## config.mk

```make
export PLATFORM = sky130hd
export DESIGN_NAME = auto_mouse_layer_controller
export DESIGN_NICKNAME = d
export VERILOG_FILES = /design/src/hw/rtl/amlc_pkg.sv /design/src/hw/rtl/auto_mouse_layer_controller.sv /design/src/hw/rtl/amlc_front.sv /design/src/hw/rtl/amlc_queue.sv /design/src/hw/rtl/amlc_back.sv
export SDC_FILE = /design/constraint.sdc
export NUM_CORES = 1
export LEC_CHECK = 0
export BUFFER_PORTS_ARGS = -buffer_cell sky130_fd_sc_hd__buf_2
export CORE_MARGIN = 1
export CORE_UTILIZATION = 40
export CTS_CLUSTER_DIAMETER = 120
export DETAILED_ROUTE_END_ITERATION = 8
export PLACE_DENSITY = 0.6
export REMOVE_ABC_BUFFERS = 1
export SLEW_MARGIN = 20
export SYNTH_ARGS = -nofsm -noshare
export SYNTH_HDL_FRONTEND = slang
export SYNTH_HIERARCHICAL = 1
export SYNTH_SLANG_ARGS = --single-unit
```

## constraint.sdc

```tcl
create_clock -name clk -period 7.3 [get_ports clk]
set_input_delay 1.46 -clock clk [delete_from_list [all_inputs] [get_ports clk]]
set_output_delay 1.46 -clock clk [all_outputs]
set_load 0.01 [all_outputs]
```

## src/hw/rtl/amlc_pkg.sv

```systemverilog
// auto-mouse layer controller: shared types, codes and constants
// used by every module of the block; no dependencies
`timescale 1ns / 1ps
`default_nettype none

package amlc_pkg;

  // sizes
  localparam int NumPositions = 64;
  localparam int NumLayers    = 32;
  localparam int QueueDepth   = 2;

  // limits and saturation points
  localparam logic [7:0]  IDLE_CLEAR_MS  = 8'd150;
  localparam logic [15:0] TIMEOUT_MAX    = 16'd60000;
  localparam logic [9:0]  THRESHOLD_MAX  = 10'd1000;
  localparam logic [15:0] ACCUM_MAX      = 16'hFFFF;
  localparam logic [7:0]  MOTION_CLK_MAX = 8'd255;
  localparam logic [14:0] KEY_CLK_MAX    = 15'h7FFF;
  localparam logic [4:0]  LAYER_MAX      = 5'(NumLayers - 1);

  // register reset values
  localparam logic        RST_ENABLED       = 1'b1;
  localparam logic [15:0] RST_DROP_DELAY    = 16'd500;
  localparam logic [9:0]  RST_THRESHOLD     = 10'd5;
  localparam logic [4:0]  RST_LAYER_INDEX   = 5'd1;
  localparam logic        RST_KEY_EXTEND    = 1'b1;
  localparam logic [14:0] RST_PRIOR_IDLE_MS = 15'd0;
  localparam logic [63:0] RST_EXCLUDED_MASK = 64'd0;

  // register indexes
  localparam logic [2:0] CFG_ENABLED       = 3'd0;
  localparam logic [2:0] CFG_DROP_DELAY    = 3'd1;
  localparam logic [2:0] CFG_THRESHOLD     = 3'd2;
  localparam logic [2:0] CFG_LAYER_INDEX   = 3'd3;
  localparam logic [2:0] CFG_KEY_EXTEND    = 3'd4;
  localparam logic [2:0] CFG_PRIOR_IDLE_MS = 3'd5;
  localparam logic [2:0] CFG_EXCLUDED_MASK = 3'd6;

  // input action codes
  localparam logic [2:0] ACT_MOTION   = 3'd0;
  localparam logic [2:0] ACT_PRESS    = 3'd1;
  localparam logic [2:0] ACT_RELEASE  = 3'd2;
  localparam logic [2:0] ACT_KEYCODE  = 3'd3;
  localparam logic [2:0] ACT_TICK     = 3'd4;
  localparam logic [2:0] ACT_EXT_DROP = 3'd5;

  // layer event codes
  localparam logic [1:0] EV_NONE    = 2'd0;
  localparam logic [1:0] EV_RAISED  = 2'd1;
  localparam logic [1:0] EV_DROPPED = 2'd2;

  // classified command kinds
  typedef enum logic [2:0] {
    KIND_NONE     = 3'd0,
    KIND_MOTION   = 3'd1,
    KIND_PRESS    = 3'd2,
    KIND_RELEASE  = 3'd3,
    KIND_KEYCODE  = 3'd4,
    KIND_TICK     = 3'd5,
    KIND_EXT_DROP = 3'd6
  } kind_t;

  typedef struct packed {
    logic [2:0]         action;
    logic signed [15:0] motion_value;
    logic [5:0]         position;
    logic               binding_transparent;
  } in_word_t;

  typedef struct packed {
    logic       layer_active;
    logic [1:0] layer_event;
    logic       pass_on;
    logic [4:0] target_layer;
  } out_word_t;

  typedef struct packed {
    logic        enabled;
    logic [15:0] drop_delay;
    logic [9:0]  threshold;
    logic [4:0]  layer_index;
    logic        key_extend;
    logic [14:0] prior_idle_ms;
    logic [63:0] excluded_mask;
  } cfg_t;

  typedef struct packed {
    kind_t       kind;
    logic [15:0] mag;
    logic [5:0]  position;
    logic        trans;
    logic        excl;
  } cmd_t;

endpackage

`default_nettype wire

```

## src/hw/rtl/auto_mouse_layer_controller.sv

```systemverilog
// auto-mouse layer controller: top level, register file, front, queue and back
// depends on amlc_pkg, amlc_front, amlc_queue, amlc_back
//
//   channel  direction  handshake            word
//   in_      input      in_valid/in_stall    amlc_pkg::in_word_t
//   out_     output     out_valid/out_stall  amlc_pkg::out_word_t
//   cfg_     input      cfg_valid/cfg_ready  index 3 bits, data 64 bits
//
// one word per cycle sustained while out_stall stays low; with the queue empty
// a word taken sits in a queue slot, then is executed into the result
// register, which presents it
// a two-entry queue between decode and execute absorbs output stalls; in_stall
// rises only when that queue is full
// synchronous active-low reset clears control state; registers take defaults
// register writes are always ready
`timescale 1ns / 1ps
`default_nettype none

module auto_mouse_layer_controller (
  input  var logic                clk,
  input  var logic                rst_n,
  input  var logic                in_valid,
  output var logic                in_stall,
  input  var amlc_pkg::in_word_t  in_data,
  output var logic                out_valid,
  input  var logic                out_stall,
  output var amlc_pkg::out_word_t out_data,
  input  var logic                cfg_valid,
  output var logic                cfg_ready,
  input  var logic [2:0]          cfg_index,
  input  var logic [63:0]         cfg_wdata
);

  amlc_pkg::cfg_t cfg_r, cfg_nxt;
  amlc_pkg::cmd_t front_cmd, q_cmd;
  logic           q_full, q_valid, q_pop;

  assign cfg_ready = 1'b1;

  // register writes with saturation
  always_comb begin
    cfg_nxt = cfg_r;
    if (cfg_valid) begin
      unique case (cfg_index)
        amlc_pkg::CFG_ENABLED: cfg_nxt.enabled = cfg_wdata[0];
        amlc_pkg::CFG_DROP_DELAY:
          cfg_nxt.drop_delay = (cfg_wdata[15:0] > amlc_pkg::TIMEOUT_MAX)
                               ? amlc_pkg::TIMEOUT_MAX : cfg_wdata[15:0];
        amlc_pkg::CFG_THRESHOLD:
          cfg_nxt.threshold = (cfg_wdata[9:0] > amlc_pkg::THRESHOLD_MAX)
                              ? amlc_pkg::THRESHOLD_MAX : cfg_wdata[9:0];
        amlc_pkg::CFG_LAYER_INDEX:
          cfg_nxt.layer_index = (cfg_wdata[4:0] > amlc_pkg::LAYER_MAX)
                                ? amlc_pkg::LAYER_MAX : cfg_wdata[4:0];
        amlc_pkg::CFG_KEY_EXTEND: cfg_nxt.key_extend = cfg_wdata[0];
        amlc_pkg::CFG_PRIOR_IDLE_MS: cfg_nxt.prior_idle_ms = cfg_wdata[14:0];
        amlc_pkg::CFG_EXCLUDED_MASK: cfg_nxt.excluded_mask = cfg_wdata;
        default: begin
        end
      endcase
    end
  end

  always_ff @(posedge clk) begin
    if (!rst_n) begin
      cfg_r.enabled       <= amlc_pkg::RST_ENABLED;
      cfg_r.drop_delay    <= amlc_pkg::RST_DROP_DELAY;
      cfg_r.threshold     <= amlc_pkg::RST_THRESHOLD;
      cfg_r.layer_index   <= amlc_pkg::RST_LAYER_INDEX;
      cfg_r.key_extend    <= amlc_pkg::RST_KEY_EXTEND;
      cfg_r.prior_idle_ms <= amlc_pkg::RST_PRIOR_IDLE_MS;
      cfg_r.excluded_mask <= amlc_pkg::RST_EXCLUDED_MASK;
    end else begin
      cfg_r <= cfg_nxt;
    end
  end

  // decode
  amlc_front u_front (
    .in_word (in_data),
    .cfg     (cfg_r),
    .cmd     (front_cmd)
  );

  // command queue
  assign in_stall = q_full;

  amlc_queue u_queue (
    .clk       (clk),
    .rst_n     (rst_n),
    .push      (in_valid),
    .push_data (front_cmd),
    .full      (q_full),
    .pop       (q_pop),
    .pop_valid (q_valid),
    .pop_data  (q_cmd)
  );

  // execute and result register
  amlc_back u_back (
    .clk       (clk),
    .rst_n     (rst_n),
    .cfg       (cfg_r),
    .cmd_valid (q_valid),
    .cmd       (q_cmd),
    .cmd_pop   (q_pop),
    .out_valid (out_valid),
    .out_stall (out_stall),
    .out_word  (out_data)
  );

  // a raised layer is reported as active
  a_raise_active: assert property (@(posedge clk) disable iff (!rst_n)
    out_valid && out_data.layer_event == amlc_pkg::EV_RAISED |-> out_data.layer_active)
    else $error("raise reported without active layer");

  // a dropped layer is reported as inactive
  a_drop_inactive: assert property (@(posedge clk) disable iff (!rst_n)
    out_valid && out_data.layer_event == amlc_pkg::EV_DROPPED |-> !out_data.layer_active)
    else $error("drop reported with active layer");

  // a swallowed key never raises the layer
  a_swallow_no_raise: assert property (@(posedge clk) disable iff (!rst_n)
    out_valid && !out_data.pass_on |-> out_data.layer_event != amlc_pkg::EV_RAISED)
    else $error("swallowed word raised the layer");

  // no result straight out of reset
  a_reset_quiet: assert property (@(posedge clk)
    rst_n && !$past(rst_n) |-> !out_valid)
    else $error("result valid after reset");

endmodule

`default_nettype wire

```

## src/hw/rtl/amlc_front.sv

```systemverilog
// auto-mouse layer controller: front end, decodes an input word into a command
// depends on amlc_pkg
`timescale 1ns / 1ps
`default_nettype none

module amlc_front (
  input  var amlc_pkg::in_word_t in_word,
  input  var amlc_pkg::cfg_t     cfg,
  output var amlc_pkg::cmd_t     cmd
);

  logic [15:0] mag;
  logic        pos_ok;

  // absolute motion, -32768 gives 32768 as unsigned
  assign mag = in_word.motion_value[15] ? 16'(-in_word.motion_value)
                                        : 16'(in_word.motion_value);

  // positions beyond the key count are never excluded
  assign pos_ok = {1'b0, in_word.position} < 7'(amlc_pkg::NumPositions);

  // action decode, zero motion is a no-op
  always_comb begin
    cmd.mag      = mag;
    cmd.position = in_word.position;
    cmd.trans    = in_word.binding_transparent;
    cmd.excl     = pos_ok & cfg.excluded_mask[in_word.position];
    unique case (in_word.action)
      amlc_pkg::ACT_MOTION:   cmd.kind = (mag != 16'd0) ? amlc_pkg::KIND_MOTION
                                                        : amlc_pkg::KIND_NONE;
      amlc_pkg::ACT_PRESS:    cmd.kind = amlc_pkg::KIND_PRESS;
      amlc_pkg::ACT_RELEASE:  cmd.kind = amlc_pkg::KIND_RELEASE;
      amlc_pkg::ACT_KEYCODE:  cmd.kind = amlc_pkg::KIND_KEYCODE;
      amlc_pkg::ACT_TICK:     cmd.kind = amlc_pkg::KIND_TICK;
      amlc_pkg::ACT_EXT_DROP: cmd.kind = amlc_pkg::KIND_EXT_DROP;
      default:                cmd.kind = amlc_pkg::KIND_NONE;
    endcase
  end

endmodule

`default_nettype wire

```

## src/hw/rtl/amlc_queue.sv

```systemverilog
// auto-mouse layer controller: short command queue between front and back
// depends on amlc_pkg
`timescale 1ns / 1ps
`default_nettype none

module amlc_queue (
  input  var logic           clk,
  input  var logic           rst_n,
  input  var logic           push,
  input  var amlc_pkg::cmd_t push_data,
  output var logic           full,
  input  var logic           pop,
  output var logic           pop_valid,
  output var amlc_pkg::cmd_t pop_data
);

  localparam int PtrW = (amlc_pkg::QueueDepth > 1) ? $clog2(amlc_pkg::QueueDepth) : 1;
  localparam int CntW = $clog2(amlc_pkg::QueueDepth + 1);
  localparam logic [PtrW-1:0] PtrLast = PtrW'(amlc_pkg::QueueDepth - 1);

  amlc_pkg::cmd_t  slot_r [amlc_pkg::QueueDepth];
  logic [PtrW-1:0] wr_ptr_r, wr_ptr_nxt;
  logic [PtrW-1:0] rd_ptr_r, rd_ptr_nxt;
  logic [CntW-1:0] count_r, count_nxt;
  logic            do_push, do_pop;

  assign full      = count_r == CntW'(amlc_pkg::QueueDepth);
  assign pop_valid = count_r != '0;
  assign pop_data  = slot_r[rd_ptr_r];
  assign do_push   = push & ~full;
  assign do_pop    = pop & pop_valid;

  // pointer and fill bookkeeping
  always_comb begin
    wr_ptr_nxt = wr_ptr_r;
    rd_ptr_nxt = rd_ptr_r;
    count_nxt  = count_r;
    if (do_push) begin
      wr_ptr_nxt = (wr_ptr_r == PtrLast) ? '0 : wr_ptr_r + 1'b1;
    end
    if (do_pop) begin
      rd_ptr_nxt = (rd_ptr_r == PtrLast) ? '0 : rd_ptr_r + 1'b1;
    end
    if (do_push && !do_pop) begin
      count_nxt = count_r + 1'b1;
    end else if (do_pop && !do_push) begin
      count_nxt = count_r - 1'b1;
    end
  end

  always_ff @(posedge clk) begin
    if (!rst_n) begin
      wr_ptr_r <= '0;
      rd_ptr_r <= '0;
      count_r  <= '0;
    end else begin
      wr_ptr_r <= wr_ptr_nxt;
      rd_ptr_r <= rd_ptr_nxt;
      count_r  <= count_nxt;
    end
  end

  // storage slots, no reset needed
  always_ff @(posedge clk) begin
    if (do_push) begin
      slot_r[wr_ptr_r] <= push_data;
    end
  end

endmodule

`default_nettype wire

```

## src/hw/rtl/amlc_back.sv

```systemverilog
// auto-mouse layer controller: back end, layer state, timers and result register
// depends on amlc_pkg
`timescale 1ns / 1ps
`default_nettype none

module amlc_back (
  input  var logic                clk,
  input  var logic                rst_n,
  input  var amlc_pkg::cfg_t      cfg,
  input  var logic                cmd_valid,
  input  var amlc_pkg::cmd_t      cmd,
  output var logic                cmd_pop,
  output var logic                out_valid,
  input  var logic                out_stall,
  output var amlc_pkg::out_word_t out_word
);

  logic        layer_up_r, layer_up_nxt;
  logic [15:0] accum_r, accum_nxt;
  logic [7:0]  ms_motion_r, ms_motion_nxt;
  logic [14:0] ms_key_r, ms_key_nxt;
  logic [15:0] countdown_r, countdown_nxt;
  logic        armed_r, armed_nxt;
  logic        swallow_valid_r, swallow_valid_nxt;
  logic [5:0]  swallow_key_r, swallow_key_nxt;
  logic        out_valid_r;
  amlc_pkg::out_word_t out_word_r, out_word_nxt;

  logic [15:0] accum_base;
  logic [16:0] accum_sum;
  logic [15:0] accum_sat;
  logic        trigger;
  logic        raise;
  logic        timed;
  logic [15:0] countdown_dec;
  logic [1:0]  ev;
  logic        pass;

  // take a command whenever the result register is free or draining
  assign cmd_pop   = cmd_valid & (~out_valid_r | ~out_stall);
  assign out_valid = out_valid_r;
  assign out_word  = out_word_r;

  // motion accumulate and raise decision
  assign accum_base = (ms_motion_r > amlc_pkg::IDLE_CLEAR_MS) ? 16'd0 : accum_r;
  assign accum_sum  = {1'b0, accum_base} + {1'b0, cmd.mag};
  assign accum_sat  = accum_sum[16] ? amlc_pkg::ACCUM_MAX : accum_sum[15:0];
  assign trigger    = accum_sat > {6'd0, cfg.threshold};
  assign raise      = cfg.enabled & ~layer_up_r & trigger & (ms_key_r >= cfg.prior_idle_ms);
  assign timed      = cfg.drop_delay != 16'd0;
  assign countdown_dec = (countdown_r != 16'd0) ? countdown_r - 16'd1 : 16'd0;

  // state update for one command
  always_comb begin
    layer_up_nxt      = layer_up_r;
    accum_nxt         = accum_r;
    ms_motion_nxt     = ms_motion_r;
    ms_key_nxt        = ms_key_r;
    countdown_nxt     = countdown_r;
    armed_nxt         = armed_r;
    swallow_valid_nxt = swallow_valid_r;
    swallow_key_nxt   = swallow_key_r;
    ev                = amlc_pkg::EV_NONE;
    pass              = 1'b1;
    unique case (cmd.kind)
      amlc_pkg::KIND_MOTION: begin
        ms_motion_nxt = 8'd0;
        if (cfg.enabled && !layer_up_r) begin
          accum_nxt = accum_sat;
        end
        if (raise) begin
          layer_up_nxt = 1'b1;
          ev           = amlc_pkg::EV_RAISED;
        end
        if (cfg.enabled && (layer_up_r || raise) && timed) begin
          armed_nxt     = 1'b1;
          countdown_nxt = cfg.drop_delay;
        end
      end
      amlc_pkg::KIND_PRESS: begin
        if (layer_up_r && cfg.enabled) begin
          if (cmd.excl || !cmd.trans) begin
            if (timed && cfg.key_extend) begin
              armed_nxt     = 1'b1;
              countdown_nxt = cfg.drop_delay;
            end
          end else begin
            // transparent press drops the layer; latch mode swallows it
            layer_up_nxt  = 1'b0;
            armed_nxt     = 1'b0;
            countdown_nxt = 16'd0;
            accum_nxt     = 16'd0;
            ev            = amlc_pkg::EV_DROPPED;
            if (!timed) begin
              swallow_valid_nxt = 1'b1;
              swallow_key_nxt   = cmd.position;
              pass              = 1'b0;
            end
          end
        end
      end
      amlc_pkg::KIND_RELEASE: begin
        if (swallow_valid_r && swallow_key_r == cmd.position) begin
          swallow_valid_nxt = 1'b0;
          pass              = 1'b0;
        end
      end
      amlc_pkg::KIND_KEYCODE: begin
        ms_key_nxt = 15'd0;
      end
      amlc_pkg::KIND_TICK: begin
        if (ms_motion_r != amlc_pkg::MOTION_CLK_MAX) begin
          ms_motion_nxt = ms_motion_r + 8'd1;
        end
        if (ms_key_r != amlc_pkg::KEY_CLK_MAX) begin
          ms_key_nxt = ms_key_r + 15'd1;
        end
        if (armed_r) begin
          countdown_nxt = countdown_dec;
          if (countdown_dec == 16'd0) begin
            layer_up_nxt = 1'b0;
            armed_nxt    = 1'b0;
            accum_nxt    = 16'd0;
            ev           = layer_up_r ? amlc_pkg::EV_DROPPED : amlc_pkg::EV_NONE;
          end
        end
      end
      amlc_pkg::KIND_EXT_DROP: begin
        if (layer_up_r) begin
          layer_up_nxt      = 1'b0;
          swallow_valid_nxt = 1'b0;
          armed_nxt         = 1'b0;
          countdown_nxt     = 16'd0;
        end
      end
      default: begin
      end
    endcase
    out_word_nxt.layer_active = layer_up_nxt;
    out_word_nxt.layer_event  = ev;
    out_word_nxt.pass_on      = pass;
    out_word_nxt.target_layer = cfg.layer_index;
  end

  // control state
  always_ff @(posedge clk) begin
    if (!rst_n) begin
      layer_up_r      <= 1'b0;
      accum_r         <= 16'd0;
      ms_motion_r     <= amlc_pkg::MOTION_CLK_MAX;
      ms_key_r        <= amlc_pkg::KEY_CLK_MAX;
      countdown_r     <= 16'd0;
      armed_r         <= 1'b0;
      swallow_valid_r <= 1'b0;
      swallow_key_r   <= 6'd0;
      out_valid_r     <= 1'b0;
    end else begin
      if (cmd_pop) begin
        layer_up_r      <= layer_up_nxt;
        accum_r         <= accum_nxt;
        ms_motion_r     <= ms_motion_nxt;
        ms_key_r        <= ms_key_nxt;
        countdown_r     <= countdown_nxt;
        armed_r         <= armed_nxt;
        swallow_valid_r <= swallow_valid_nxt;
        swallow_key_r   <= swallow_key_nxt;
        out_valid_r     <= 1'b1;
      end else if (!out_stall) begin
        out_valid_r <= 1'b0;
      end
    end
  end

  // result word register
  always_ff @(posedge clk) begin
    if (cmd_pop) begin
      out_word_r <= out_word_nxt;
    end
  end

endmodule

`default_nettype wire

```

==> flow_summary_export.csv, run 1 <==
group,metric,value,unit
critical_path,path_cells,"inv_1 > ha_1 > nor2_1 > o21ai_0 > a21boi_1 > nor2b_1 > ha_1 > fa_1 > a211o_1 > a211oi_1 > o31a_1 > o21ai_0 > a31oi_1 > buf_4 > nand2_1 > ha_1 > nand3_1 > or2_2 > a31oi_1 > o22ai_1 > o211ai_1 > o41a_1 > nand2_1 > a221oi_1",
grt,gr-total-overflow,0,
sta,hold_viol_final,0,
cells_and_area,area_delta_synth_final,13.61,%
cells_and_area,nets,1668,
die,die_area,0.03393,mm²
sta,clock.fmax,0.1639,GHz
grt,grtUsageTotal,20.29,%
sta,rsz0062_at_grt,"no",
route,via_per_inst,5.435,
placed_design,place_hpwl,24620,µm
yosys,synth_edf_count,63,
cells_and_area,final_common_cell,"nand2_1",
die,die_h,184.2,µm
yosys,syn_area_per_cell,9.171,µm²
critical_path,critical_path_required,7.73,ns
yosys,synth_area,0.01328,mm²
sta,period_share,83.58,%
placed_design,place.gp.congestion,0.8763,
cts,cts_root_buf,"clkbuf_16",
route,finalWirelength,34280,µm
yosys,synth_cell_type_count,88,
power_and_ir_drop,p_leak,5.767,nW
sta,slew_headroom,43.09,%
sta,hold_ws,0.4378,ns
yosys,yosysWarnings,6,
power_and_ir_drop,power_density,315.7,mW/mm²
run,drv_cap,0,
outcome,status,"completed",
cts,cts_tree,"yes",
cells_and_area,postLayoutCellArea,0.01509,mm²
cells_and_area,multi_input_area,0.007192,mm²
critical_path,critical_path.top_delay_family,"compound AO/OA/AOI/OAI gates",
critical_path,cp-end-kind,"register",
cells_and_area,final_cell_mix,"nand2_1 (301), dfxtp_1 (182), buf_2 (107)",
placed_design,place_area,0.01411,mm²
critical_path,slowest_stage,"o41a_1",
power_and_ir_drop,power.total,4.763,mW
power_and_ir_drop,power_switching,1.673,mW
cts,cts.clk_slew.worst_paths,0.06,ns
die,start_util,40.71,%
cells_and_area,drive_gt1_share,16.14,%
power_and_ir_drop,combPwrFrac,33.8,%
power_and_ir_drop,p_seq_share,35.9,%
power_and_ir_drop,p_int,3.090,mW
yosys,synth_cells,1448,
hold_path,min_path_type,"register to register",
critical_path,cp_max_fo,12,
critical_path,crit_top_cell,"ha_1",
yosys,ys_dominant_reg_cell,"dfxtp_1",
route,via_count,10790,
route,antenna_left,0,
route,post-route-drc-count,0,
power_and_ir_drop,pwr-share-clk,30.3,%
die,die_w,184.2,µm
route,drtIter0Drc,662,
die,fp.coreArea,0.03262,mm²
grt,antenna_found_initial,0,
cts,clock_latency,0.53,ns
sta,tightest_slew,0.8497,ns
grt,grt_max_degree,78,
cts,cts_num_sinks,245,
sta,final-setup-viol-count,0,
critical_path,crit_arrival,6.53,ns
sta,finClkSkew,0.006738,ns
critical_path,crit_buf_inv,2,
critical_path,start_kind,"register",
sta,period_minus_slack,6.102,ns
yosys,synth-async-reset-ratio,0,%
placed_design,io_buffers,108,
yosys,ys_seq_area_share,41.68,%
cells_and_area,fillCellCount,3193,
cts,cts-buffers-inserted,28,
route,firstDrtPassIters,5,
cts,h-tree-depth,1,
yosys,synth-seq-cells,245,
die,fp-row-count,66,
grt,grt_pass1_wl,55020,µm
route,wl_per_cell,17.27,µm
cts,clockBufferDepth,3,
critical_path,worst-setup-path-type,"register to register",
cts,ctsHoldBuffers,0,
critical_path,critPathMaxStageDelay,0.56,ns
cells_and_area,register_area,0.005535,mm²
grt,grt_pass1_vias,10460,
sta,setup-tns-final,0,ns
cells_and_area,antenna_cells,0,
power_and_ir_drop,switching_share,35.13,%
cts,post_cts_buffers,0,
sta,timing.final.max_slew_violations,0,
cts,cts_resized,0,
die,pin_count,110,
power_and_ir_drop,peakVddDrop,0.1873,mV
## synth_stat cells (13+ instances only)
cell type	count	area, µm²
o211ai_1	18	135.1
a21oi_1	46	230.2
ha_1	48	600.6
a31oi_1	13	81.33
buf_2	18	90.09
xor2_1	15	131.4
mux4_2	19	427.9
a21o_1	17	127.6
a211oi_1	14	105.1
edfxtp_1	63	1892
nor2_1	53	198.9
nand2_1	301	1130
nor2b_1	25	156.4
clkbuf_1	46	172.7
xnor2_1	25	219.0
nor3_1	21	105.1
inv_1	52	195.2
o311ai_0	14	122.6
o21ai_0	61	305.3
a21boi_1	20	150.1
nand3_1	38	190.2
nand2b_1	17	106.4
dfxtp_1	182	3643
a21boi_0	75	563.0
mux2i_1	37	370.4
mux2_2	27	304.0
## metrics by stage
step           setup WS [ns]  utilization, %  std cells
6_report               1.198           46.25       1985
5_1_grt               0.7605           46.25       1985
3_3_place_gp           1.399           43.25       1933
2_1_floorplan         0.5948               -       1371
3_5_place_dp           1.300           43.25       1933
4_1_cts                1.267           46.23       1985
## final timing paths
path                                       startpoint                      to  slack, ns  depth (start not counted)
worst min register to register              cfg_r[83]      u_back/out_word[3]       0.44                          0
worst max-delay path            u_back/ms_motion_r[0]  u_back/countdown_r[12]       1.20                         24
worst min-delay path                        cfg_r[83]      u_back/out_word[3]       0.44                          0
worst max register to register  u_back/ms_motion_r[0]  u_back/countdown_r[12]       1.20                         24
## registers in the layout, summed over array words and instances (netlist names), named ones only
signal / cells
u_back/countdown_r: 16
u_queue/wr_ptr_r: 1
u_back/accum_r: 16
u_back/armed_r: 1
u_back/ms_motion_r: 8
u_back/swallow_key_r: 6
u_queue/count_r: 2
u_queue/slot_r: 54
u_queue/rd_ptr_r: 1
u_back/layer_up_r: 1
u_back/out_valid: 1
u_back/swallow_valid_r: 1
u_back/ms_key_r: 15
cfg_r: 112
u_back/out_word: 9
## kinds of logic (layout without fill, tap and decap cells)
family,after synthesis,count (layout),share of synthesized area [%]
flip-flops,245,245,41.68
multiplexers,83,83,8.301
buffers and inverters,130,225,4.240
AO/OA/AOI/OAI,351,351,18.64
other,1,1,0.02824
AND/OR/NAND/NOR,549,549,19.80
adder cells (fa/ha/maj),49,49,4.674
XOR/XNOR,40,40,2.638
## power groups by stage
| stage | logic [mW] | clock network (mW) | registers [mW] |
|---|---|---|---|
| after floorplan | 1.14 | 0 | 1.71 |
| after global placement | 1.57 | 0 | 1.73 |
| after detailed placement | 1.59 | 0 | 1.74 |
| after CTS | 1.60 | 1.48 | 1.71 |
| after global routing | 1.78 | 1.53 | 1.73 |
| final | 1.61 | 1.44 | 1.71 |
## area by class of cell
cell class,instances,area share [%]
multi-input cells,1073,47.67
well taps,442,3.666
flip-flops and latches,245,36.69
clock inverters,3,0.2820
inverters,53,1.319
repair buffers,120,4.197
clock buffers,49,6.171
## layer usage
metal	vias up	share of wire, %	GRT usage, %
li1	5348	-	-
met1	5125	48	27.97
met2	272	45	32.85
met3	43	5.1	3.142
met4	0	2.3	5.633
met5	-	0	0
No activity file was read; power rests on OpenSTA's default activity.
==> run 2: changes to the inputs <==
==> constraint.sdc (replaced) <==
create_clock -name clk -period 5.9 [get_ports clk]
set_input_delay 1.18 -clock clk [delete_from_list [all_inputs] [get_ports clk]]
set_output_delay 1.18 -clock clk [all_outputs]
set_load 0.01 [all_outputs]
==> flow_summary_export.csv, run 2 (synthesis results as in run 1) <==
group,metric,value,unit
critical_path,cp-end-kind,"register",
die,die_w,184.2,µm
sta,period_share,91.19,%
cts,h-tree-depth,1,
critical_path,worst-setup-path-type,"register to register",
cells_and_area,postLayoutCellArea,0.01525,mm²
sta,rsz0062_at_grt,"no",
grt,grtUsageTotal,20.15,%
die,start_util,40.71,%
sta,tightest_slew,0.8390,ns
sta,slew_headroom,43.81,%
grt,grt_max_degree,85,
placed_design,io_buffers,108,
cells_and_area,fin_cells,1995,
die,die_area,0.03393,mm²
cells_and_area,reg_top3,"cfg_r x112, u_queue/slot_r x54",
die,fp.coreArea,0.03262,mm²
power_and_ir_drop,peakVddDrop,0.2343,mV
cells_and_area,final_cell_mix,"nand2_1 (300), dfxtp_1 (182), buf_2 (107)",
cts,clockBufferDepth,3,
grt,grt_pass1_wl,54790,µm
grt,grt_pass1_vias,10540,
outcome,status,"completed",
route,firstDrtPassIters,5,
grt,antenna_found_initial,0,
cts,cts_tree,"yes",
cells_and_area,top_register,"cfg_r",
die,die_h,184.2,µm
critical_path,slowest_stage,"o41a_1",
cells_and_area,largest_register_ffs,112,
die,fp-row-count,66,
critical_path,start_kind,"register",
critical_path,critical_path_required,6.30,ns
cts,cts.clk_slew.worst_paths,0.06,ns
cts,cts_root_buf,"clkbuf_16",
power_and_ir_drop,power_density,399.3,mW/mm²
cts,clock_latency,0.56,ns
cells_and_area,utilization,46.75,%
cells_and_area,final_common_cell,"nand2_1",
route,drtIter0Drc,689,
run,drv_cap,0,
grt,gr-total-overflow,0,
power_and_ir_drop,p_leak,5.853,nW
sta,hold_ws,0.4326,ns
cells_and_area,area_delta_synth_final,14.85,%
hold_path,min_path_type,"register to register",
sta,period_minus_slack,5.380,ns
critical_path,cp_max_fo,10,
placed_design,place_hpwl,24480,µm
route,via_per_inst,5.457,
cells_and_area,nets,1677,
critical_path,critPathMaxStageDelay,0.49,ns
route,post-route-drc-count,0,
cells_and_area,antenna_cells,0,
sta,finClkSkew,0.01807,ns
die,pin_count,110,
sta,timing.final.max_slew_violations,0,
cells_and_area,drive_gt1_share,17.13,%
critical_path,crit_arrival,5.78,ns
power_and_ir_drop,power.total,6.090,mW
placed_design,place_inst,1936,
sta,clock.fmax,0.1859,GHz
route,finalWirelength,34090,µm
route,wl_per_cell,17.09,µm
cts,cts-buffers-inserted,29,
placed_design,place.gp.congestion,0.8647,
route,via_count,10890,
cts,cts_num_sinks,245,
route,antenna_left,0,
sta,final-setup-viol-count,0,
placed_design,place_area,0.01413,mm²
sta,hold_viol_final,0,
cts,ctsHoldBuffers,0,
[run 2: changes by cell type in the layout (fill, tap and decap cells not counted), sizes merged]
cell / previous run / this run
buf: 120 / 128
bufinv: 1 / 7
clkbuf: 49 / 35
clkinv: 1 / 9
inv: 53 / 55
[run 2: area by class of cell]
| cell class | instances | area (µm²) |
|---|---|---|
| repair buffers | 128 | 693.2 |
| clock buffers | 35 | 778.2 |
| well taps | 442 | 553.0 |
| flip-flops and latches | 245 | 5535 |
| fillers | 3164 | 17370 |
| clock inverters | 19 | 285.3 |
| inverters | 53 | 198.9 |
| multi-input cells | 1073 | 7207 |
[run 2: per-layer routing]
layer / vias up / track usage, % / routed length, µm
met2: 291 / 32.70 / 15340
met4: 0 / 6.833 / 1066
li1: 5365 / - / -
met3: 61 / 3.063 / 1771
met5: - / 0 / 0
met1: 5169 / 27.27 / 15910
[run 2: power breakdown]
group	switching, mW	internal [mW]
combinational	1.20	0.794
sequential	0.175	1.94
clock	0.733	1.25
[run 2: critical path, delay by kind of cell (launching register included)]
kind            cells  cell delay, ns
compound gates     14            2.81
fa+ha+maj           4            1.14
buf+inv             4            0.68
flops               1            0.37
simple gates        3            0.25
[run 2: path summary, 6_finish.rpt]
kind,to,startpoint,slack (ns),depth (start not counted)
setup reg to reg,u_back/countdown_r[11],u_back/ms_motion_r[0],0.52,25
hold / removal,u_back/out_word[2],cfg_r[82],0.43,0
hold reg to reg,u_back/out_word[2],cfg_r[82],0.43,0
setup / recovery,u_back/countdown_r[11],u_back/ms_motion_r[0],0.52,25
[run 2: metrics by stage]
stage / setup slack [ns] / setup TNS [ns]
6_report: 0.5200 / 0
3_5_place_dp: 0.2335 / 0
5_1_grt: 0.03543 / 0
2_1_floorplan: -0.8052 / -9.391
3_3_place_gp: 0.2873 / 0
4_1_cts: 0.2142 / 0
[run 2: timing repair]
item | in CTS | in global routing
resized for setup | 0 | 4
endpoints found under the setup margin | 0 | 18
endpoints found under the hold margin | 0 | 0
buffers inserted | 0 | 5
